[config.mk]
export PLATFORM = sky130hd
export DESIGN_NAME = keyword_lexer_byte_stream_flat
export DESIGN_NICKNAME = d
export VERILOG_FILES = /design/src/rtl/klx_pkg.sv /design/src/rtl/klx_src_if.sv /design/src/rtl/klx_tok_if.sv /design/src/rtl/klx_core.sv /design/src/rtl/klx_out_fifo.sv /design/src/rtl/keyword_lexer_byte_stream.sv /design/src/flat_wrapper.sv
export SDC_FILE = /design/constraint.sdc
export NUM_CORES = 1
export LEC_CHECK = 0
export BUFFER_PORTS_ARGS = -buffer_cell sky130_fd_sc_hd__buf_2
export CORE_UTILIZATION = 45
export CTS_BUF_LIST = sky130_fd_sc_hd__clkbuf_8
export DETAILED_ROUTE_END_ITERATION = 16
export HOLD_SLACK_MARGIN = 0.06
export SETUP_SLACK_MARGIN = 0.05
export SYNTH_ARGS = -nofsm -noshare
export SYNTH_HDL_FRONTEND = slang
export SYNTH_SLANG_ARGS = --single-unit
[constraint.sdc]
create_clock -name clk -period 15.1 [get_ports clk]
set_input_delay 0.755 -clock clk [delete_from_list [all_inputs] [get_ports clk]]
set_output_delay 0.755 -clock clk [all_outputs]
set_load 0.01 [all_outputs]
[src/rtl/klx_pkg.sv]
`default_nettype none

package klx_pkg;

  // Defaults for the top-level parameters
  localparam int LINE_BITS_DEF   = 20;
  localparam int COLUMN_BITS_DEF = 16;
  localparam int KEYWORD_MAX_DEF = 9;

  localparam int LEN_BITS   = 16;
  localparam int KIND_BITS  = 6;
  localparam int KW_COUNT   = 12;
  localparam int KW_LEN_MAX = 9;   // longest keyword
  localparam int OUT_DEPTH  = 4;   // result queue, power of two

  typedef logic [LEN_BITS-1:0]  len_t;
  typedef logic [KIND_BITS-1:0] kind_t;

  typedef enum logic [2:0] {
    MODE_IDLE,
    MODE_IDENT,
    MODE_NUMBER,
    MODE_GT,
    MODE_LT,
    MODE_EQ,
    MODE_BANG,
    MODE_ERROR
  } lex_mode_t;

  localparam kind_t K_IDENT    = 6'd0;
  localparam kind_t K_INT      = 6'd1;
  localparam kind_t K_BIND     = 6'd2;
  localparam kind_t K_IS       = 6'd3;
  localparam kind_t K_EMIT     = 6'd4;
  localparam kind_t K_CHECK    = 6'd5;
  localparam kind_t K_OTHERW   = 6'd6;
  localparam kind_t K_CYCLE    = 6'd7;
  localparam kind_t K_FORGE    = 6'd8;
  localparam kind_t K_YIELD    = 6'd9;
  localparam kind_t K_BOOL     = 6'd10;
  localparam kind_t K_INT_TY   = 6'd11;
  localparam kind_t K_BOOL_TY  = 6'd12;
  localparam kind_t K_PLUS     = 6'd13;
  localparam kind_t K_MINUS    = 6'd14;
  localparam kind_t K_STAR     = 6'd15;
  localparam kind_t K_SLASH    = 6'd16;
  localparam kind_t K_GT       = 6'd17;
  localparam kind_t K_GE       = 6'd18;
  localparam kind_t K_LT       = 6'd19;
  localparam kind_t K_LE       = 6'd20;
  localparam kind_t K_EQEQ     = 6'd21;
  localparam kind_t K_NE       = 6'd22;
  localparam kind_t K_COLON    = 6'd23;
  localparam kind_t K_SEMI     = 6'd24;
  localparam kind_t K_COMMA    = 6'd25;
  localparam kind_t K_LPAREN   = 6'd26;
  localparam kind_t K_RPAREN   = 6'd27;
  localparam kind_t K_LBRACE   = 6'd28;
  localparam kind_t K_RBRACE   = 6'd29;
  localparam kind_t K_EOF      = 6'd30;
  localparam kind_t K_BADOP    = 6'd31;
  localparam kind_t K_BADSYM   = 6'd32;
  localparam kind_t K_BADCHAR  = 6'd33;

  typedef logic [8*KW_LEN_MAX-1:0] kw_str_t;

  // Keyword text is right-justified: last character in the low byte
  typedef struct packed {
    kw_str_t    text;
    logic [3:0] len;
    kind_t      kind;
  } kw_entry_t;

  localparam kw_entry_t KW_TABLE [KW_COUNT] = '{
    '{kw_str_t'("bind"),      4'd4, K_BIND},
    '{kw_str_t'("is"),        4'd2, K_IS},
    '{kw_str_t'("emit"),      4'd4, K_EMIT},
    '{kw_str_t'("check"),     4'd5, K_CHECK},
    '{kw_str_t'("otherwise"), 4'd9, K_OTHERW},
    '{kw_str_t'("cycle"),     4'd5, K_CYCLE},
    '{kw_str_t'("forge"),     4'd5, K_FORGE},
    '{kw_str_t'("yield"),     4'd5, K_YIELD},
    '{kw_str_t'("alive"),     4'd5, K_BOOL},
    '{kw_str_t'("dead"),      4'd4, K_BOOL},
    '{kw_str_t'("int"),       4'd3, K_INT_TY},
    '{kw_str_t'("bool"),      4'd4, K_BOOL_TY}
  };

  // Element j holds character j of the identifier
  typedef logic [KW_LEN_MAX-1:0][7:0] kw_text_t;

  typedef struct packed {
    logic  hit;
    kind_t kind;
    logic  bool_value;
  } kw_hit_t;

  function automatic kw_hit_t kw_match(input kw_text_t txt, input len_t len);
    kw_hit_t res;
    logic    ok;
    int      l;
    res = '{hit: 1'b0, kind: K_IDENT, bool_value: 1'b0};
    for (int i = KW_COUNT - 1; i >= 0; i--) begin
      l  = int'(KW_TABLE[i].len);
      ok = (len == len_t'(KW_TABLE[i].len));
      for (int j = 0; j < KW_LEN_MAX; j++) begin
        if (j < l) begin
          if (txt[j] != KW_TABLE[i].text[8*(l-1-j) +: 8]) begin
            ok = 1'b0;
          end
        end
      end
      if (ok) begin
        res.hit        = 1'b1;
        res.kind       = KW_TABLE[i].kind;
        res.bool_value = (KW_TABLE[i].kind == K_BOOL) && (l == 5);
      end
    end
    return res;
  endfunction

  function automatic logic is_alpha(input logic [7:0] c);
    return (c >= "A" && c <= "Z") || (c >= "a" && c <= "z");
  endfunction

  function automatic logic is_digit(input logic [7:0] c);
    return c >= "0" && c <= "9";
  endfunction

  function automatic logic is_space(input logic [7:0] c);
    return c == " " || (c >= 8'd9 && c <= 8'd13);
  endfunction

  function automatic logic is_print(input logic [7:0] c);
    return c >= 8'd33 && c <= 8'd126;
  endfunction

endpackage

`default_nettype wire

[src/rtl/klx_src_if.sv]
`default_nettype none

interface klx_src_if;
  logic       valid;
  logic       ready;
  logic [7:0] source_byte;
  logic       is_end;

  modport source (output valid, output source_byte, output is_end, input ready);
  modport sink   (input valid, input source_byte, input is_end, output ready);
endinterface

`default_nettype wire

[src/rtl/klx_tok_if.sv]
`default_nettype none

interface klx_tok_if #(
  parameter int LINE_BITS   = klx_pkg::LINE_BITS_DEF,
  parameter int COLUMN_BITS = klx_pkg::COLUMN_BITS_DEF
);
  logic                          valid;
  logic                          ready;
  logic [klx_pkg::KIND_BITS-1:0] token_kind;
  logic [LINE_BITS-1:0]          token_line;
  logic [COLUMN_BITS-1:0]        token_column;
  logic [klx_pkg::LEN_BITS-1:0]  token_length;
  logic                          bool_value;
  logic                          last;

  modport source (output valid, output token_kind, output token_line, output token_column,
                  output token_length, output bool_value, output last, input ready);
  modport sink   (input valid, input token_kind, input token_line, input token_column,
                  input token_length, input bool_value, input last, output ready);
endinterface

`default_nettype wire

[src/rtl/klx_core.sv]
`default_nettype none

module klx_core #(
  parameter int LINE_BITS   = klx_pkg::LINE_BITS_DEF,
  parameter int COLUMN_BITS = klx_pkg::COLUMN_BITS_DEF,
  parameter int KEYWORD_MAX = klx_pkg::KEYWORD_MAX_DEF,
  localparam int TOK_W = klx_pkg::KIND_BITS + LINE_BITS + COLUMN_BITS + klx_pkg::LEN_BITS + 2
) (
  input  wire logic             clk,
  input  wire logic             rst,
  input  wire logic             fire,
  input  wire logic [7:0]       src_byte,
  input  wire logic             src_end,
  output logic      [TOK_W-1:0] tok_a,
  output logic      [TOK_W-1:0] tok_b,
  output logic      [1:0]       push_n
);

  localparam int IDX_W = (KEYWORD_MAX > 1) ? $clog2(KEYWORD_MAX) : 1;

  typedef logic [LINE_BITS-1:0]   line_t;
  typedef logic [COLUMN_BITS-1:0] col_t;

  typedef struct packed {
    klx_pkg::kind_t kind;
    line_t          line;
    col_t           column;
    klx_pkg::len_t  length;
    logic           bool_value;
    logic           last;
  } tok_t;

  klx_pkg::lex_mode_t mode, mode_next;
  line_t              line, line_next;
  col_t               column, column_next;
  col_t               start_column, start_next;
  klx_pkg::len_t      lexeme_length, length_next;
  logic [7:0]         kbuf [KEYWORD_MAX];

  logic               buf_we;
  logic [IDX_W-1:0]   buf_idx;
  klx_pkg::kw_text_t  kw_text;
  klx_pkg::kw_hit_t   kw;

  // flushed token (ends before this byte) and started token (this byte)
  logic               fl_v, st_v, st_run, adv;
  klx_pkg::kind_t     fl_kind, st_kind;
  col_t               fl_col, st_col;
  klx_pkg::len_t      fl_len, st_len;
  logic               fl_bv;
  tok_t               ta, tb;
  logic               alnum;

  always_comb begin
    for (int j = 0; j < klx_pkg::KW_LEN_MAX; j++) begin
      kw_text[j] = kbuf[j];
    end
  end

  assign kw    = klx_pkg::kw_match(kw_text, lexeme_length);
  assign alnum = klx_pkg::is_alpha(src_byte) || klx_pkg::is_digit(src_byte);

  always_comb begin
    mode_next   = mode;
    line_next   = line;
    column_next = column;
    start_next  = start_column;
    length_next = lexeme_length;
    buf_we      = 1'b0;
    buf_idx     = '0;
    fl_v        = 1'b0;
    fl_kind     = klx_pkg::K_IDENT;
    fl_col      = start_column;
    fl_len      = lexeme_length;
    fl_bv       = 1'b0;
    st_run      = 1'b0;
    st_v        = 1'b0;
    st_kind     = klx_pkg::K_EOF;
    st_col      = column;
    st_len      = klx_pkg::len_t'(1);
    adv         = 1'b0;

    if (src_end) begin
      unique case (mode)
        klx_pkg::MODE_IDENT: begin
          fl_v    = 1'b1;
          fl_kind = kw.kind;
          fl_bv   = kw.bool_value;
        end
        klx_pkg::MODE_NUMBER: begin
          fl_v    = 1'b1;
          fl_kind = klx_pkg::K_INT;
        end
        klx_pkg::MODE_GT: begin
          fl_v    = 1'b1;
          fl_kind = klx_pkg::K_GT;
          fl_len  = klx_pkg::len_t'(1);
        end
        klx_pkg::MODE_LT: begin
          fl_v    = 1'b1;
          fl_kind = klx_pkg::K_LT;
          fl_len  = klx_pkg::len_t'(1);
        end
        klx_pkg::MODE_EQ, klx_pkg::MODE_BANG: begin
          fl_v    = 1'b1;
          fl_kind = klx_pkg::K_BADOP;
          fl_len  = klx_pkg::len_t'(1);
        end
        default: begin
        end
      endcase
      st_v        = 1'b1;
      st_kind     = klx_pkg::K_EOF;
      st_len      = '0;
      mode_next   = klx_pkg::MODE_IDLE;
      line_next   = line_t'(1);
      column_next = col_t'(1);
      start_next  = col_t'(1);
      length_next = '0;
    end else begin
      unique case (mode)
        klx_pkg::MODE_ERROR: begin
        end
        klx_pkg::MODE_IDENT: begin
          if (alnum) begin
            buf_we  = lexeme_length < klx_pkg::len_t'(KEYWORD_MAX);
            buf_idx = lexeme_length[IDX_W-1:0];
            if (lexeme_length != '1) length_next = lexeme_length + 1'b1;
            adv = 1'b1;
          end else begin
            fl_v    = 1'b1;
            fl_kind = kw.kind;
            fl_bv   = kw.bool_value;
            st_run  = 1'b1;
          end
        end
        klx_pkg::MODE_NUMBER: begin
          if (klx_pkg::is_digit(src_byte)) begin
            if (lexeme_length != '1) length_next = lexeme_length + 1'b1;
            adv = 1'b1;
          end else begin
            fl_v    = 1'b1;
            fl_kind = klx_pkg::K_INT;
            st_run  = 1'b1;
          end
        end
        klx_pkg::MODE_GT, klx_pkg::MODE_LT: begin
          fl_v = 1'b1;
          if (src_byte == "=") begin
            fl_kind   = (mode == klx_pkg::MODE_GT) ? klx_pkg::K_GE : klx_pkg::K_LE;
            fl_len    = klx_pkg::len_t'(2);
            adv       = 1'b1;
            mode_next = klx_pkg::MODE_IDLE;
          end else begin
            fl_kind = (mode == klx_pkg::MODE_GT) ? klx_pkg::K_GT : klx_pkg::K_LT;
            fl_len  = klx_pkg::len_t'(1);
            st_run  = 1'b1;
          end
        end
        klx_pkg::MODE_EQ, klx_pkg::MODE_BANG: begin
          fl_v = 1'b1;
          if (src_byte == "=") begin
            fl_kind   = (mode == klx_pkg::MODE_EQ) ? klx_pkg::K_EQEQ : klx_pkg::K_NE;
            fl_len    = klx_pkg::len_t'(2);
            adv       = 1'b1;
            mode_next = klx_pkg::MODE_IDLE;
          end else begin
            // lone = or !: byte is swallowed
            fl_kind   = klx_pkg::K_BADOP;
            fl_len    = klx_pkg::len_t'(1);
            mode_next = klx_pkg::MODE_ERROR;
          end
        end
        default: begin
          st_run = 1'b1;
        end
      endcase
    end

    if (st_run) begin
      mode_next = klx_pkg::MODE_IDLE;
      priority if (klx_pkg::is_space(src_byte)) begin
        adv = 1'b1;
      end else if (alnum) begin
        mode_next   = klx_pkg::is_alpha(src_byte) ? klx_pkg::MODE_IDENT : klx_pkg::MODE_NUMBER;
        start_next  = column;
        length_next = klx_pkg::len_t'(1);
        buf_we      = 1'b1;
        buf_idx     = '0;
        adv         = 1'b1;
      end else begin
        unique case (src_byte)
          "+": begin st_v = 1'b1; st_kind = klx_pkg::K_PLUS;   adv = 1'b1; end
          "-": begin st_v = 1'b1; st_kind = klx_pkg::K_MINUS;  adv = 1'b1; end
          "*": begin st_v = 1'b1; st_kind = klx_pkg::K_STAR;   adv = 1'b1; end
          "/": begin st_v = 1'b1; st_kind = klx_pkg::K_SLASH;  adv = 1'b1; end
          ":": begin st_v = 1'b1; st_kind = klx_pkg::K_COLON;  adv = 1'b1; end
          ";": begin st_v = 1'b1; st_kind = klx_pkg::K_SEMI;   adv = 1'b1; end
          ",": begin st_v = 1'b1; st_kind = klx_pkg::K_COMMA;  adv = 1'b1; end
          "(": begin st_v = 1'b1; st_kind = klx_pkg::K_LPAREN; adv = 1'b1; end
          ")": begin st_v = 1'b1; st_kind = klx_pkg::K_RPAREN; adv = 1'b1; end
          "{": begin st_v = 1'b1; st_kind = klx_pkg::K_LBRACE; adv = 1'b1; end
          "}": begin st_v = 1'b1; st_kind = klx_pkg::K_RBRACE; adv = 1'b1; end
          ">": begin mode_next = klx_pkg::MODE_GT;   start_next = column; adv = 1'b1; end
          "<": begin mode_next = klx_pkg::MODE_LT;   start_next = column; adv = 1'b1; end
          "=": begin mode_next = klx_pkg::MODE_EQ;   start_next = column; adv = 1'b1; end
          "!": begin mode_next = klx_pkg::MODE_BANG; start_next = column; adv = 1'b1; end
          default: begin
            // offending byte is not counted
            mode_next = klx_pkg::MODE_ERROR;
            st_v      = 1'b1;
            st_kind   = klx_pkg::is_print(src_byte) ? klx_pkg::K_BADSYM : klx_pkg::K_BADCHAR;
          end
        endcase
      end
    end

    if (adv) begin
      if (src_byte == 8'h0A) begin
        if (line != '1) line_next = line + 1'b1;
        column_next = col_t'(1);
      end else if (column != '1) begin
        column_next = column + 1'b1;
      end
    end
  end

  // Both tokens of one byte carry the line in force before the byte
  always_comb begin
    ta = '{kind: st_kind, line: line, column: st_col, length: st_len,
           bool_value: 1'b0, last: 1'b1};
    tb = ta;
    if (fl_v) begin
      ta = '{kind: fl_kind, line: line, column: fl_col, length: fl_len,
             bool_value: fl_bv, last: !st_v};
    end
    if (!fire) begin
      push_n = 2'd0;
    end else if (fl_v) begin
      push_n = st_v ? 2'd2 : 2'd1;
    end else begin
      push_n = st_v ? 2'd1 : 2'd0;
    end
  end

  assign tok_a = ta;
  assign tok_b = tb;

  always_ff @(posedge clk) begin
    if (rst) begin
      mode          <= klx_pkg::MODE_IDLE;
      line          <= line_t'(1);
      column        <= col_t'(1);
      start_column  <= col_t'(1);
      lexeme_length <= '0;
    end else if (fire) begin
      mode          <= mode_next;
      line          <= line_next;
      column        <= column_next;
      start_column  <= start_next;
      lexeme_length <= length_next;
    end
  end

  always_ff @(posedge clk) begin
    if (fire && buf_we) begin
      kbuf[buf_idx] <= src_byte;
    end
  end

endmodule

`default_nettype wire

[src/rtl/klx_out_fifo.sv]
`default_nettype none

module klx_out_fifo #(
  parameter int W = 8
) (
  input  wire logic         clk,
  input  wire logic         rst,
  input  wire logic [1:0]   push_n,
  input  wire logic [W-1:0] din_a,
  input  wire logic [W-1:0] din_b,
  output logic              room,
  input  wire logic         pop,
  output logic              valid,
  output logic      [W-1:0] dout
);

  localparam int DEPTH = klx_pkg::OUT_DEPTH;
  localparam int PW    = $clog2(DEPTH);
  localparam int CW    = $clog2(DEPTH + 1);

  logic [W-1:0]  mem [DEPTH];
  logic [PW-1:0] wp, rp;
  logic [CW-1:0] count;
  logic          do_pop;

  assign valid  = count != '0;
  assign room   = count <= CW'(DEPTH - 2);
  assign dout   = mem[rp];
  assign do_pop = pop && valid;

  always_ff @(posedge clk) begin
    if (push_n != 2'd0) mem[wp] <= din_a;
    if (push_n == 2'd2) mem[wp + PW'(1)] <= din_b;
  end

  always_ff @(posedge clk) begin
    if (rst) begin
      wp    <= '0;
      rp    <= '0;
      count <= '0;
    end else begin
      wp    <= wp + PW'(push_n);
      rp    <= rp + PW'(do_pop);
      count <= count + CW'(push_n) - CW'(do_pop);
    end
  end

endmodule

`default_nettype wire

[src/rtl/keyword_lexer_byte_stream.sv]
// A byte accepted from src is held in the input register; when it fires, its tokens are pushed
// into the result queue, whose head drives tok. Throughput: one byte per cycle while the queue
// has room; a byte that yields two tokens needs two output transfers. The input stalls
// while more than two tokens wait in the 4-entry result queue.
// Reset (rst, synchronous): idle mode, line 1, column 1, queue empty. The keyword
// buffer holds no reset; only characters of the current identifier are compared.
`default_nettype none

module keyword_lexer_byte_stream #(
  parameter int LINE_BITS   = klx_pkg::LINE_BITS_DEF,
  parameter int COLUMN_BITS = klx_pkg::COLUMN_BITS_DEF,
  parameter int KEYWORD_MAX = klx_pkg::KEYWORD_MAX_DEF
) (
  input  wire logic  clk,
  input  wire logic  rst,
  klx_src_if.sink    src,
  klx_tok_if.source  tok
);

  localparam int TOK_W = klx_pkg::KIND_BITS + LINE_BITS + COLUMN_BITS + klx_pkg::LEN_BITS + 2;

  typedef struct packed {
    klx_pkg::kind_t         kind;
    logic [LINE_BITS-1:0]   line;
    logic [COLUMN_BITS-1:0] column;
    klx_pkg::len_t          length;
    logic                   bool_value;
    logic                   last;
  } tok_t;

  // Input register: holds one byte until the lexer has queue room for
  // the worst case of two tokens.
  logic       item_valid;
  logic [7:0] item_byte;
  logic       item_end;
  logic       room;
  logic       fire;

  logic [TOK_W-1:0] tok_a, tok_b, head;
  logic [1:0]       push_n;
  tok_t             head_tok;

  assign fire      = item_valid && room;
  // take a new byte whenever the register is empty or the held one leaves in this cycle
  assign src.ready = !item_valid || room;

  always_ff @(posedge clk) begin
    if (rst) begin
      item_valid <= 1'b0;
    end else if (src.valid && src.ready) begin
      item_valid <= 1'b1;
    end else if (fire) begin
      item_valid <= 1'b0;
    end
  end

  always_ff @(posedge clk) begin
    if (src.valid && src.ready) begin
      item_byte <= src.source_byte;
      item_end  <= src.is_end;
    end
  end

  // Lexer state and the per-byte decision: flush of a pending token,
  // then the token started by this byte (or end-of-file).
  klx_core #(
    .LINE_BITS   (LINE_BITS),
    .COLUMN_BITS (COLUMN_BITS),
    .KEYWORD_MAX (KEYWORD_MAX)
  ) u_core (
    .clk      (clk),
    .rst      (rst),
    .fire     (fire),
    .src_byte (item_byte),
    .src_end  (item_end),
    .tok_a    (tok_a),
    .tok_b    (tok_b),
    .push_n   (push_n)
  );

  // Result queue decouples the output transfer from the lexer.
  klx_out_fifo #(
    .W (TOK_W)
  ) u_fifo (
    .clk    (clk),
    .rst    (rst),
    .push_n (push_n),
    .din_a  (tok_a),
    .din_b  (tok_b),
    .room   (room),
    .pop    (tok.ready),
    .valid  (tok.valid),
    .dout   (head)
  );

  assign head_tok         = head;
  assign tok.token_kind   = head_tok.kind;
  assign tok.token_line   = head_tok.line;
  assign tok.token_column = head_tok.column;
  assign tok.token_length = head_tok.length;
  assign tok.bool_value   = head_tok.bool_value;
  assign tok.last         = head_tok.last;

endmodule

`default_nettype wire
[src/flat_wrapper.sv]
// flat-port wrapper written by rule: the top's interface ports become plain ports
module keyword_lexer_byte_stream_flat 
#(
  parameter int LINE_BITS   = klx_pkg::LINE_BITS_DEF,
  parameter int COLUMN_BITS = klx_pkg::COLUMN_BITS_DEF,
  parameter int KEYWORD_MAX = klx_pkg::KEYWORD_MAX_DEF
)
  (clk, rst, src_valid, src_source_byte, src_is_end, src_ready, tok_valid, tok_token_kind, tok_token_line, tok_token_column, tok_token_length, tok_bool_value, tok_last, tok_ready);
  klx_src_if src_i ();
  klx_tok_if #(.LINE_BITS(LINE_BITS), .COLUMN_BITS(COLUMN_BITS)) tok_i ();
  input  wire logic clk;
  input  wire logic rst;
  input wire logic [$bits(src_i.valid)-1:0] src_valid;
  input wire logic [$bits(src_i.source_byte)-1:0] src_source_byte;
  input wire logic [$bits(src_i.is_end)-1:0] src_is_end;
  output wire logic [$bits(src_i.ready)-1:0] src_ready;
  output wire logic [$bits(tok_i.valid)-1:0] tok_valid;
  output wire logic [$bits(tok_i.token_kind)-1:0] tok_token_kind;
  output wire logic [$bits(tok_i.token_line)-1:0] tok_token_line;
  output wire logic [$bits(tok_i.token_column)-1:0] tok_token_column;
  output wire logic [$bits(tok_i.token_length)-1:0] tok_token_length;
  output wire logic [$bits(tok_i.bool_value)-1:0] tok_bool_value;
  output wire logic [$bits(tok_i.last)-1:0] tok_last;
  input wire logic [$bits(tok_i.ready)-1:0] tok_ready;
  assign src_i.valid = src_valid;
  assign src_i.source_byte = src_source_byte;
  assign src_i.is_end = src_is_end;
  assign src_ready = src_i.ready;
  assign tok_valid = tok_i.valid;
  assign tok_token_kind = tok_i.token_kind;
  assign tok_token_line = tok_i.token_line;
  assign tok_token_column = tok_i.token_column;
  assign tok_token_length = tok_i.token_length;
  assign tok_bool_value = tok_i.bool_value;
  assign tok_last = tok_i.last;
  assign tok_i.ready = tok_ready;
  keyword_lexer_byte_stream #(.LINE_BITS(LINE_BITS), .COLUMN_BITS(COLUMN_BITS), .KEYWORD_MAX(KEYWORD_MAX)) u_core (.clk(clk), .rst(rst), .src(src_i), .tok(tok_i));
endmodule
==> impl_metrics.yaml <==
finish:
  multi_input_area_sq_um: 8140
  layout.nets: 1747
  n_antenna_cell: 0
  synthToLayoutAreaGrowth_pct: 11.0
  drive_gt1_frac: 0.178
  seqCellArea_sq_um: 10500
  fillers: 3713
clock_tree:
  cts_buffers: 71
  holdBufCountCts: 0
  cts.sinks: 400
  post_cts_resized: 0
  worstSkewPairLatency_ps: 620
  postCtsSetupRepairBufs: 0
  cts_root_buf: "clkbuf_8"
  cts_tree: "built"
  cts_buffer_depth: 3
  clk_pin_slew_ps: 60
  cts_htree_levels: 3
placement:
  portBuffers: 74
  dp_hpwl_um: 32600
  preCtsSetupSlack_ps: 9740
  finalWeightedCongestion: 0.948
drt:
  wl_per_cell_um: 22.3
  via_count: 14400
  drc: 0
  wl_met2_um: 24500
  wl_um: 51500
  routed_via_density: 6.21
  antenna_left: 0
  drt_iter0_drc: 1439
  drt-pass1-iter-count: 5
  wl_met3_um: 2820
  maxUsedRoutingLayer: "met4"
  met1Wirelength_um: 22800
setup_path:
  slowest_delay_ps: 1010
  critPathRequiredTime_ps: 15320
  crit_path_top_delay_cell: "nor3_2"
  rr_endpoint: "u_core.u_fifo.mem[0][42]"
  r2r_start: "u_core.item_byte[4]"
  end_kind: "flip-flop"
  start_kind: "flip-flop"
  crit_fanout: 63
  path_buf_inv: 4
  crit_family: "simple AND/OR/NAND/NOR gates"
  critical_path_arrival_ps: 5760
  path_class: "flip-flop to flip-flop"
  crit_chain: "nor4bb_1 > buf_4 > nand2_2 > o211a_1 > a2111o_1 > nand2_1 > inv_2 > ha_1 > o21ai_1 > nor3_2 > nor2_1 > inv_2 > buf_4"
  reg2reg_setup_slack_ps: 9560
  rr_worst_depth: 13
pwr:
  vdd_drop_max_v: 0.0000832
  total_power_mw: 2.76
  power_leakage_nw: 7.04
  power.density_nw_per_um2: 129
logic_synthesis:
  synth_cell_types: 89
  synthXorXnorAreaFrac: 0.00589
  synth_seq_area_share: 0.545
  synth.area.top_cells: "edfxtp_1, dfxtp_1, mux4_2"
  synth_compound_area_frac: 0.148
  synthFlopType: "edfxtp_1"
  synth_mux_area_frac: 0.0742
  yosys.area.top_type_share: 0.393
  synth_top_cell_by_area: "edfxtp_1"
  synthAdderAreaFrac: 0.0107
  async_flop_share: 0
  synth_area_sq_um: 19300
  synth_edf_count: 253
  synth.avg_cell_area_sq_um: 11.5
  syn_nets: 1705
  postSynthCellCount: 1677
  synth_top_family_by_area: "simple AND/OR/NAND/NOR gates"
  synthMostInstantiatedCell: "edfxtp_1"
  yosys.area_share.simple: 0.181
  synth_seq_cells: 400
  synthTopCellsByCount: "edfxtp_1, dfxtp_1, nand2_1"
  yosys_warnings: 0
sta:
  min_period_over_period: 0.367
  slew_viol_final: 0
  max_freq_mhz: 180
  setup_tns_ps: 0
  setup_violations: 0
  slew_headroom: 0.0555
  fin_worst_skew_ps: 30.1
  rsz0062_at_grt: "no"
  layout_setup_ws_ps: 9560
  worst_pin_slew_ps: 1410
  hold_viol: 0
  period_minus_slack_ps: 5540
min_path:
  holdPathStages: 1
  min_from: "src_source_byte[3]"
  hold_path.class: "primary input to flip-flop"
  hold-path-endpoint: "u_core.item_byte[3]"
die:
  io_pins: 75
  fp.dieW_um: 209
  chipHeight_um: 209
  fp.dieArea_sq_um: 43800
  start_util: 0.459
  row_count: 75
  core_sq_um: 42100
grt:
  overflow: 0
  antenna_found_initial: 0
  first_global_vias: 14300
  grt_pass1_wl_um: 81500
  grtUsageTotal: 0.239
  grt_max_degree: 64
flow_run:
  maxCapViolCount: 0
status:
  outcome: "completed"
## flip-flops by register name (all words and copies together), names as in the netlist, 2 cells and up
signal,count
u_core.u_fifo.mem,240
u_core.item_byte,8
u_core.u_core.fl_col,16
u_core.u_core.mode,3
u_core.u_core.kbuf,72
u_core.u_core.column,16
u_core.u_core.lexeme_length,16
u_core.u_core.line,20
u_core.u_fifo.rp,2
u_core.u_fifo.count,3
u_core.u_fifo.wp,2
## metrics by stage
stage / cells / hold slack [ps] / util / area (sq um)
4_1_cts: 2312 / 296 / 0.509 / 21500
3_3_place_gp: 2185 / 430 / 0.477 / 20100
2_1_floorplan: 1677 / 420 / - / 19300
5_1_grt: 2312 / 305 / 0.509 / 21500
6_report: 2312 / 336 / 0.509 / 21500
3_5_place_dp: 2185 / 443 / 0.477 / 20100
## where the power goes
group          switching [mW]  leakage, nW  internal (mW)
Sequential             0.0495         3.43           1.22
Clock                   0.446        0.765          0.513
Combinational           0.316         2.84          0.213
## worst max-delay path by stage
stage                        startpoint                        to  slack [ps]  depth (start not counted)
floorplan           u_core.item_byte[6]  u_core.u_fifo.mem[0][18]        9690                         15
global placement    u_core.item_byte[5]  u_core.u_fifo.mem[0][48]        9850                         13
detailed placement  u_core.item_byte[5]  u_core.u_fifo.mem[0][47]        9740                         13
CTS                 u_core.item_byte[5]  u_core.u_fifo.mem[0][38]        9730                         13
global route        u_core.item_byte[5]  u_core.u_fifo.mem[0][37]        9220                         14
finish              u_core.item_byte[4]  u_core.u_fifo.mem[0][42]        9560                         13
## cells in the final DEF (no fill, tap or decap), types with 8 or more instances in the layout
cell type and instances:
a21oi_1 60, a22o_1 66, a22oi_1 9, a31oi_1 17, a32o_1 59, and2_1 90, and3_1 15, buf_2 74
buf_4 33, clkbuf_8 82, clkinv_1 10, dfxtp_1 145, edfxtp_1 253, ha_1 14, inv_1 49, mux4_2 60
nand2_1 119, nand2b_1 16, nand3_1 63, nand3b_1 9, nand4_1 28, nand4b_1 14, nor2_1 96, nor2b_1 17
nor3_1 36, nor4_1 24, nor4bb_1 13, o21ai_0 66, o21ai_1 8, o22ai_1 17, o31ai_1 9, or2_2 10
or3_1 23, or4_1 10, xnor2_1 9
## area by class of cell
class | count | area share
clock buffer | 82 | 0.0526
inverter | 32 | 0.00560
sequential | 400 | 0.492
multi-input combinational | 1107 | 0.379
clock inverter | 45 | 0.0106
timing repair buffer | 107 | 0.0288
tap | 539 | 0.0314
## per-layer routing
layer,vias to the layer above,global-route usage
li1,6626,-
met1,7141,0.327
met2,504,0.386
met3,94,0.0370
met4,0,0.0890
met5,-,0
## logic make-up after synthesis
group                    after synthesis
adder cells (fa/ha/maj)               16
AND/OR/NAND/NOR                      628
multiplexers                          68
AO/OA/AOI/OAI                        382
flip-flops                           400
XOR/XNOR                              13
buffers and inverters                170
Note: power is estimated with default switching activity, not from simulation.
